`src/sv/ubx_frame_receiver_defines.svh`:
```
// Assertion macros shared by the UBX frame receiver RTL.
// Depends on nothing; users provide clk and rst in scope.
`ifndef UBX_FRAME_RECEIVER_DEFINES_SVH
`define UBX_FRAME_RECEIVER_DEFINES_SVH
`ifndef ASSERT_OFF
// Check a condition on every clock outside reset.
`define UBX_ASSERT(label, cond) \
  label: assert property (@(posedge clk) disable iff (rst) (cond)) \
    else $error("ubx assertion failed");
// Check that a trigger implies a consequence in the next cycle.
`define UBX_ASSERT_NEXT(label, trig, cons) \
  label: assert property (@(posedge clk) disable iff (rst) (trig) |=> (cons)) \
    else $error("ubx assertion failed");
`else
`define UBX_ASSERT(label, cond)
`define UBX_ASSERT_NEXT(label, trig, cons)
`endif
`endif

```
`src/sv/ubxfr_pkg.sv`:
```
// Shared constants for the UBX frame receiver: sync bytes, event codes,
// buffer size. No dependencies.
package ubxfr_pkg;

  // Size of the consumer's payload buffer, 1 to 511 (stored_count is 9 bits)
  localparam int BUFFER_BYTES = 256;

  localparam logic [7:0] SYNC_CHAR_1 = 8'hB5;
  localparam logic [7:0] SYNC_CHAR_2 = 8'h62;

  localparam logic [1:0] EV_BYTE   = 2'd0;
  localparam logic [1:0] EV_ACCEPT = 2'd1;
  localparam logic [1:0] EV_REJECT = 2'd2;

endpackage

```
`src/sv/ubx_frame_receiver.sv`:
```
// UBX frame receiver: sync hunt, header capture, Fletcher-8 check, payload beats.
// Each accepted byte's result beat is registered in the next cycle; 1 byte per cycle unless stalled.
// The parser state and the output register sit one update apart, so a new byte is
// taken each cycle unless a result beat is stalled. Synchronous active-high reset
// returns the parser to sync hunting with cleared sums and no pending result.
// Depends on ubxfr_pkg and ubx_frame_receiver_defines.svh.
`include "ubx_frame_receiver_defines.svh"

module ubx_frame_receiver (
  input  logic        clk,
  input  logic        rst,
  input  logic        in_valid,
  output logic        in_ready,
  input  logic [7:0]  rx_byte,
  output logic        out_valid,
  input  logic        out_ready,
  output logic [1:0]  event_kind,
  output logic [7:0]  msg_class,
  output logic [7:0]  msg_id,
  output logic [15:0] payload_length,
  output logic [15:0] payload_index,
  output logic [7:0]  data_byte,
  output logic        kept,
  output logic [8:0]  stored_count
);

  typedef enum logic [3:0] {
    PH_SYNC1   = 4'd0,
    PH_SYNC2   = 4'd1,
    PH_CLASS   = 4'd2,
    PH_ID      = 4'd3,
    PH_LEN1    = 4'd4,
    PH_LEN2    = 4'd5,
    PH_PAYLOAD = 4'd6,
    PH_CKA     = 4'd7,
    PH_CKB     = 4'd8
  } phase_t;

  localparam logic [16:0] BUF_LIMIT = 17'(ubxfr_pkg::BUFFER_BYTES);

  phase_t      phase, phase_next;
  logic [7:0]  sum_a, sum_a_next;
  logic [7:0]  sum_b, sum_b_next;
  logic [15:0] frame_length, frame_length_next;
  logic [15:0] bytes_seen, bytes_seen_next;
  logic [7:0]  held_class, held_class_next;
  logic [7:0]  held_id, held_id_next;

  logic        res_valid;
  logic [1:0]  res_kind;
  logic [15:0] res_index;
  logic [7:0]  res_data;
  logic        res_kept;
  logic [8:0]  res_count;

  logic        in_fire;
  logic [7:0]  add_a;
  logic [16:0] idx_plus;
  logic [16:0] len_ext;
  logic [16:0] len_clamp;
  logic [16:0] idx_clamp;

  logic        byte_beat;
  logic        end_clean;
  logic        resynced;

  // Take a byte whenever the output register is free or draining
  assign in_ready = !out_valid || out_ready;
  assign in_fire  = in_valid && in_ready;

  // Fletcher step and buffer clamps
  assign add_a     = sum_a + rx_byte;
  assign idx_plus  = {1'b0, bytes_seen} + 17'd1;
  assign len_ext   = {1'b0, frame_length};
  assign len_clamp = (len_ext < BUF_LIMIT) ? len_ext : BUF_LIMIT;
  assign idx_clamp = (idx_plus < BUF_LIMIT) ? idx_plus : BUF_LIMIT;

  // Advance the parser for one byte
  always_comb begin
    phase_next        = phase;
    sum_a_next        = sum_a;
    sum_b_next        = sum_b;
    frame_length_next = frame_length;
    bytes_seen_next   = bytes_seen;
    held_class_next   = held_class;
    held_id_next      = held_id;
    res_valid         = 1'b0;
    res_kind          = ubxfr_pkg::EV_BYTE;
    res_index         = '0;
    res_data          = '0;
    res_kept          = 1'b0;
    res_count         = len_clamp[8:0];
    unique case (phase)
      PH_SYNC2: begin
        phase_next = (rx_byte == ubxfr_pkg::SYNC_CHAR_2) ? PH_CLASS : PH_SYNC1;
      end
      PH_CLASS: begin
        held_class_next = rx_byte;
        sum_a_next      = rx_byte;
        sum_b_next      = rx_byte;
        phase_next      = PH_ID;
      end
      PH_ID: begin
        held_id_next = rx_byte;
        sum_a_next   = add_a;
        sum_b_next   = sum_b + add_a;
        phase_next   = PH_LEN1;
      end
      PH_LEN1: begin
        frame_length_next = {8'd0, rx_byte};
        sum_a_next        = add_a;
        sum_b_next        = sum_b + add_a;
        phase_next        = PH_LEN2;
      end
      PH_LEN2: begin
        frame_length_next = {rx_byte, frame_length[7:0]};
        sum_a_next        = add_a;
        sum_b_next        = sum_b + add_a;
        bytes_seen_next   = '0;
        phase_next = ({rx_byte, frame_length[7:0]} == 16'd0) ? PH_CKA : PH_PAYLOAD;
      end
      PH_PAYLOAD: begin
        sum_a_next      = add_a;
        sum_b_next      = sum_b + add_a;
        res_valid       = 1'b1;
        res_kind        = ubxfr_pkg::EV_BYTE;
        res_index       = bytes_seen;
        res_data        = rx_byte;
        res_kept        = ({1'b0, bytes_seen} < BUF_LIMIT);
        res_count       = idx_clamp[8:0];
        bytes_seen_next = idx_plus[15:0];
        if (idx_plus >= len_ext) begin
          phase_next = PH_CKA;
        end
      end
      PH_CKA: begin
        if (rx_byte != sum_a) begin
          res_valid = 1'b1;
          res_kind  = ubxfr_pkg::EV_REJECT;
        end else begin
          phase_next = PH_CKB;
        end
      end
      PH_CKB: begin
        res_valid = 1'b1;
        res_kind  = (rx_byte == sum_b) ? ubxfr_pkg::EV_ACCEPT : ubxfr_pkg::EV_REJECT;
      end
      default: begin
        phase_next = (rx_byte == ubxfr_pkg::SYNC_CHAR_1) ? PH_SYNC2 : PH_SYNC1;
      end
    endcase
    // Drop frame state once a frame end result goes out
    if (res_valid && res_kind != ubxfr_pkg::EV_BYTE) begin
      phase_next        = PH_SYNC1;
      sum_a_next        = '0;
      sum_b_next        = '0;
      frame_length_next = '0;
      bytes_seen_next   = '0;
    end
  end

  // Hold parser state and the result register; update on each accepted beat
  always_ff @(posedge clk) begin
    if (rst) begin
      phase        <= PH_SYNC1;
      sum_a        <= '0;
      sum_b        <= '0;
      frame_length <= '0;
      bytes_seen   <= '0;
      held_class   <= '0;
      held_id      <= '0;
      out_valid    <= 1'b0;
    end else begin
      if (in_fire) begin
        phase        <= phase_next;
        sum_a        <= sum_a_next;
        sum_b        <= sum_b_next;
        frame_length <= frame_length_next;
        bytes_seen   <= bytes_seen_next;
        held_class   <= held_class_next;
        held_id      <= held_id_next;
      end
      // Load a new result beat, or clear once taken
      if (in_fire && res_valid) begin
        out_valid      <= 1'b1;
        event_kind     <= res_kind;
        msg_class      <= held_class;
        msg_id         <= held_id;
        payload_length <= frame_length;
        payload_index  <= res_index;
        data_byte      <= res_data;
        kept           <= res_kept;
        stored_count   <= res_count;
      end else if (out_ready) begin
        out_valid <= 1'b0;
      end
    end
  end

  // Conditions watched by the checks below
  assign byte_beat = out_valid && (event_kind == ubxfr_pkg::EV_BYTE);
  assign end_clean = (payload_index == 16'd0) && (data_byte == 8'd0) && !kept;
  assign resynced  = (phase == PH_SYNC1) && (sum_a == 8'd0) && (sum_b == 8'd0);

  `UBX_ASSERT(a_payload_in_range, (phase != PH_PAYLOAD) || (bytes_seen < frame_length))
  `UBX_ASSERT_NEXT(a_payload_beat, in_fire && (phase == PH_PAYLOAD), byte_beat)
  `UBX_ASSERT(a_end_fields_zero, !out_valid || byte_beat || end_clean)
  `UBX_ASSERT_NEXT(a_ckb_resync, in_fire && (phase == PH_CKB), out_valid && resynced)

endmodule
```
`config.mk`:
```
export PLATFORM = sky130hd
export DESIGN_NAME = ubx_frame_receiver
export DESIGN_NICKNAME = d
export VERILOG_FILES = /design/src/sv/ubxfr_pkg.sv /design/src/sv/ubx_frame_receiver.sv
export VERILOG_INCLUDE_DIRS = /design/src /design/src/sv
export SDC_FILE = /design/constraint.sdc
export NUM_CORES = 1
export LEC_CHECK = 0
export BUFFER_PORTS_ARGS = -buffer_cell sky130_fd_sc_hd__buf_2
export CAP_MARGIN = 20
export CELL_PAD_IN_SITES_DETAIL_PLACEMENT = 1
export CELL_PAD_IN_SITES_GLOBAL_PLACEMENT = 1
export CORE_ASPECT_RATIO = 1.5
export CORE_UTILIZATION = 49
export CTS_CLUSTER_DIAMETER = 100
export CTS_CLUSTER_SIZE = 20
export DETAILED_ROUTE_END_ITERATION = 8
export PLACE_DENSITY = 0.89
export SLEW_MARGIN = 25
export SYNTH_ARGS = -nofsm -noshare
export SYNTH_HDL_FRONTEND = slang
export SYNTH_SLANG_ARGS = --single-unit
```
`constraint.sdc`:
```
create_clock -name clk -period 7.75 [get_ports clk]
set_input_delay 0.3875 -clock clk [delete_from_list [all_inputs] [get_ports clk]]
set_output_delay 0.3875 -clock clk [all_outputs]
set_load 0.005 [all_outputs]
```
* Word-level counts from Yosys, hierarchy flattened
Cells that the tools add are included.
** Storage, ports and cells
- Bits in registers :: 137
- Input port bits :: 12
- Output and inout bits :: 70
- Logic and storage cells :: 88
** Operators by class
- $add $sub $neg :: 3
- Magnitude comparators :: 4
- Eq/ne operators :: 16
- Mux-type cells :: 25
- Bitwise gates (word level) :: 1
- Reductions and logical operators :: 22
** Operators with widths (count)
- $pmux W16 S2 :: 2
- $lt A16 B9 Y1 const B :: 2
- $mux W16 :: 2
- $pmux W4 S8 :: 1
- $pmux W8 S2 :: 2
- $mux W9 :: 3
- $add A16 B1 Y17 const B :: 1
- $ge A17 B16 Y1 :: 1
- $lt A17 B9 Y1 const B :: 1
- $add A8 B8 Y8 :: 2
- $eq A4 B3 Y1 const B :: 4
- $logic_not A16 Y1 :: 1
- $mux W8 :: 2
- $mux W4 :: 3
- $reduce_and A2 Y1 :: 6
- $reduce_bool A3 Y1 :: 3
- $eq A4 B2 Y1 const B :: 2
- $eq A8 B7 Y1 const B :: 1
- $eq A8 B8 Y1 :: 1
- $eq A8 B8 Y1 const B :: 1
- $ne A8 B8 Y1 :: 1
- $mux W2 :: 3
- $ne A3 B3 Y1 const B :: 2
- $reduce_bool A2 Y1 :: 3
- other kinds (14) :: 21

* Depth between registers and ports, before layout
- Word-level depth :: 7
- Gate-level depth with buffers :: 15
- Depth with buffers taken out :: 15

* Worst setup path before layout
OpenSTA, ideal clock, no wires.
- Kind :: input-to-reg
- Start :: input port rx_byte[6]
- End :: register data_byte[0] (enable)
- Setup time :: 432 ps
- Arrival :: 3015 ps
- Data required time :: 7318 ps
- Setup slack :: 4303 ps
- Cell stages on the path :: 7
- Buffers on the path :: 2
- Cells stage by stage :: ha_1 -> nor4_1 -> a31oi_1 -> or2_1 -> buf_2 -> buf_2 -> o21a_1
** On the way
- Word-level cells in the longest chain between the ends :: 5
** Ends and longest elaborated chain
- from (decl) :: RTL line ubx_frame_receiver.sv:14 : input logic [7:0] rx_byte,
- $ne A8 B8 Y1 :: RTL line ubx_frame_receiver.sv:137 : if (rx_byte != sum_a) begin
- $mux W1 :: RTL line ubx_frame_receiver.sv:137
- $pmux W1 S2 :: RTL line ubx_frame_receiver.sv:93 : unique case (phase)
- $logic_and A1 B1 Y1 :: RTL line ubx_frame_receiver.sv:184 : if (in_fire && res_valid) begin
- $reduce_and A2 Y1 (no source line)
- to (signal assigned) :: RTL line ubx_frame_receiver.sv:191 : data_byte <= res_data;
- to (decl) :: RTL line ubx_frame_receiver.sv:22 : output logic [7:0] data_byte,
No other way between the ends.
A chain may end at the register's enable or synchronous reset.

* Worst setup path after layout
- Start :: register bytes_seen[0]
- End :: register phase[3]
** On the way
- Word-level cells in the longest chain between the ends :: 4
** Ends and longest elaborated chain
- from (decl) :: RTL line ubx_frame_receiver.sv:45 : logic [15:0] bytes_seen, bytes_seen_next;
- from (signal assigned) :: RTL line ubx_frame_receiver.sv:179 : bytes_seen <= bytes_seen_next;
- $add A16 B1 Y17 :: RTL line ubx_frame_receiver.sv:73 : assign idx_plus = {1'b0, bytes_seen} + 17'd1;
- $ge A17 B16 Y1 :: RTL line ubx_frame_receiver.sv:132 : if (idx_plus >= len_ext) begin
- $ne A3 B3 Y1 (no source line)
- $reduce_and A4 Y1 (no source line)
- to (signal assigned) :: RTL line ubx_frame_receiver.sv:175 : phase <= phase_next;
- to (decl) :: RTL line ubx_frame_receiver.sv:41 : phase_t phase, phase_next;
No other way between the ends.

==> results.cfg <==
[route]
viasPerCell = 6.01
wl_um = 19900
drt_iter0_drc = 187
antenna_left = 0
first_pass_iters = 7
drcViolationCount = 6
vias = 5503
wl_per_cell_um = 21.7

[logic_synthesis]
yosysSeqAreaShare_pct = 50.5
synth_seq_cells = 137
synth_edf_count = 68
netlist_top_cells_area = edfxtp_1, dfxtp_1, ha_1
synth_cell_types = 63
yosysTopAreaCell = edfxtp_1
synth.avg_cell_area_um2 = 10.0
synth.top_cell.area_share_pct = 30.1
synth-main-ff-cell = dfxtp_1
yosysWarnings = 0
synthArstFlopShare_pct = 0
netlist_instances = 678
syn_nets = 723
syn_area_um2 = 6780

[power_and_ir_drop]
power.density_nw_per_um2 = 212
p_seq_share_pct = 45.4
leakage_uw = 0.00321
p_comb_share_pct = 2.5
irDropWorstVdd_mv = 0.180
power.internal_uw = 1310
p_sw_uw = 352
switching_share_pct = 21.2
p_clk_share_pct = 52.1

[floorplanning]
ios = 82
core-area_um2 = 13500
die-area_um2 = 14300
rows = 52
die_x_um = 98.0
die_h_um = 146
start_util_pct = 50.3

[setup_path]
required_ns = 8.04
cp-end-kind = register
worstPathMaxFanout = 8
crit_type = reg -> reg
worstPathArrival_ns = 4.00
reg2reg_from = bytes_seen[0]
cp-start-kind = register
crit_path_start = bytes_seen[0]
ff2ff_setup_slack_ns = 4.03

[sta]
fmax_mhz = 269
finalMaxSlewViolations = 0
period_share_pct = 48.0
relSlewSlack_pct = 38.2
max_slew.worst_pin.slew_ns = 0.920
finalSetupTns_ns = 0
fin_crit_ns = 3.72
hold_viol = 0
rsz0062_at_grt = false
setup_viol = 0
skew_ns = 0.00852

[final_layout]
fin_nets = 785
instances_no_fill = 915
drive_gt1_share_pct = 18.2
area_growth_syn_to_layout_pct = 15.7
diodes = 0

[clock_tree]
cts_setup_buffers = 0
cts-htree-levels = 4
worstSkewPairLatency_ns = 0.43
cts_buffer_depth = 2
clk_pin_slew_ns = 0.06
cts_buffers = 17
clkSinkCount = 137
cts_tree = yes
root_buffer = clkbuf_16
cts_hold_buffers = 0
post_cts.resized_instances = 0

[hold_path]
hold_start = out_ready
hold_path_class = in -> reg

[status]
violations = DRC
status = complete, but fails checks

[place]
dpl.cell_count = 883
gp_congestion = 0.865
dp_hpwl_um = 12900
place.port_buffers = 81

[global_routing]
grt_pass1_wl_um = 31600
grt_max_degree = 62
gr-usage-all-layers_pct = 29.1
grt_pass1_vias = 5933
grt_overflow = 0
grt_antenna_before_repair = 0

[job]
max_cap_violations = 0
layer usage:
layer	routed length, µm	part of all wire (%)	track usage [%]
met1	7170	36	29.9
met2	10800	55	52.9
met3	858	4.3	5.65
met4	1010	5.1	18.9
met5	0	0	0
per-stage QoR:
step	hold slack [ns]	instance area [µm²]	util (%)	power [µW]	worst slack, ns
2_1_floorplan	0.408	6780	-	797	4.30
3_3_place_gp	0.416	7210	53.6	808	4.28
3_5_place_dp	0.417	7210	53.6	810	4.18
4_1_cts	0.300	7840	58.2	1670	4.06
5_1_grt	0.325	7840	58.2	1700	3.79
6_report	0.297	7840	58.2	1660	4.03
area by class of cell:
class / instances / area [µm²]
sequential: 137 / 3420
inverter: 34 / 128
multi-input combinational: 465 / 3030
clock inverter: 13 / 193
clock buffer: 19 / 433
fill: 1489 / 5620
timing repair buffer: 85 / 435
tap: 162 / 203
final timing paths:
path,endpoint,depth (start not counted)
worst max-delay path,phase[3],13
worst min-delay path,out_valid,3
worst max register to register,phase[3],13
worst min register to register,msg_id[7],0
flip-flops by register name, summed over array words and instances (netlist names):
signal	flops
bytes_seen	16
frame_length	16
payload_index	16
payload_length	16
stored_count	9
data_byte	8
held_class	8
held_id	8
msg_class	8
msg_id	8
sum_a	8
sum_b	8
phase	4
event_kind	2
kept	1
out_valid	1
cell usage in the layout, fill, tap and decap left out, drive strengths merged, types with 9 or more instances in the layout:
| cell | count |
|---|---|
| clkbuf | 19 |
| a22oi | 13 |
| a21oi | 46 |
| nor4 | 9 |
| inv | 37 |
| xnor2 | 12 |
| buf | 85 |
| mux2i | 19 |
| ha | 31 |
| nor2 | 72 |
| o21ai | 35 |
| xor2 | 21 |
| nand2 | 53 |
| edfxtp | 68 |
| nor3 | 19 |
| nand3 | 20 |
| and2 | 28 |
| dfxtp | 69 |
cell usage after synthesis, drive strengths merged, types with 2 or more instances:
master / number
nand3: 20
nand2b: 7
and3: 8
a31o: 2
a21o: 4
nor4: 9
a22oi: 13
o22ai: 2
nor2b: 5
xnor2: 12
nand4: 2
a31oi: 5
xor2: 21
ha: 31
a22o: 6
clkbuf: 26
nor3b: 2
fa: 2
nor3: 19
nand3b: 3
a21bo: 3
o31ai: 3
o21a: 5
dfxtp: 69
nand2: 53
buf: 16
mux2i: 19
a21oi: 46
a211oi: 3
edfxtp: 68
or4: 4
nor2: 72
inv: 34
o21ai: 35
and2: 28
and4: 5
or2: 2
power by group through the flow:
| stage | sequential, µW | combinational (µW) | clock, µW |
|---|---|---|---|
| 2_1_floorplan | 769 | 27.9 | 0 |
| 3_3_place_gp | 769 | 39.6 | 0 |
| 3_5_place_dp | 769 | 41.2 | 0 |
| 4_1_cts | 753 | 41.6 | 871 |
| 5_1_grt | 753 | 45.3 | 901 |
| 6_report | 753 | 42.3 | 864 |
worst max-delay path, stage by stage (launching register included):
cell and delay, ns:
dfxtp_1 0.48, and3_1 0.26, nand3_2 0.23, inv_1 0.18, and4_1 0.21, xor2_1 0.31
ha_1 0.35, nand2_1 0.09, a31o_2 0.17, a21oi_1 0.10, o311a_1 0.31, o31ai_1 0.58
mux2i_1 0.25, nor2_1 0.05
kinds of logic after synthesis:
group,after synthesis,synth area share (%)
AOI/OAI and AO/OA,136,12.9
muxes,20,2.97
and+or+nand+nor,242,17.8
adders and majority gates,33,6.31
buffers and inverters,76,4.87
xor gates and xnor gates,34,4.62
DFF,137,50.5
No activity file was read; power rests on OpenSTA's default activity.
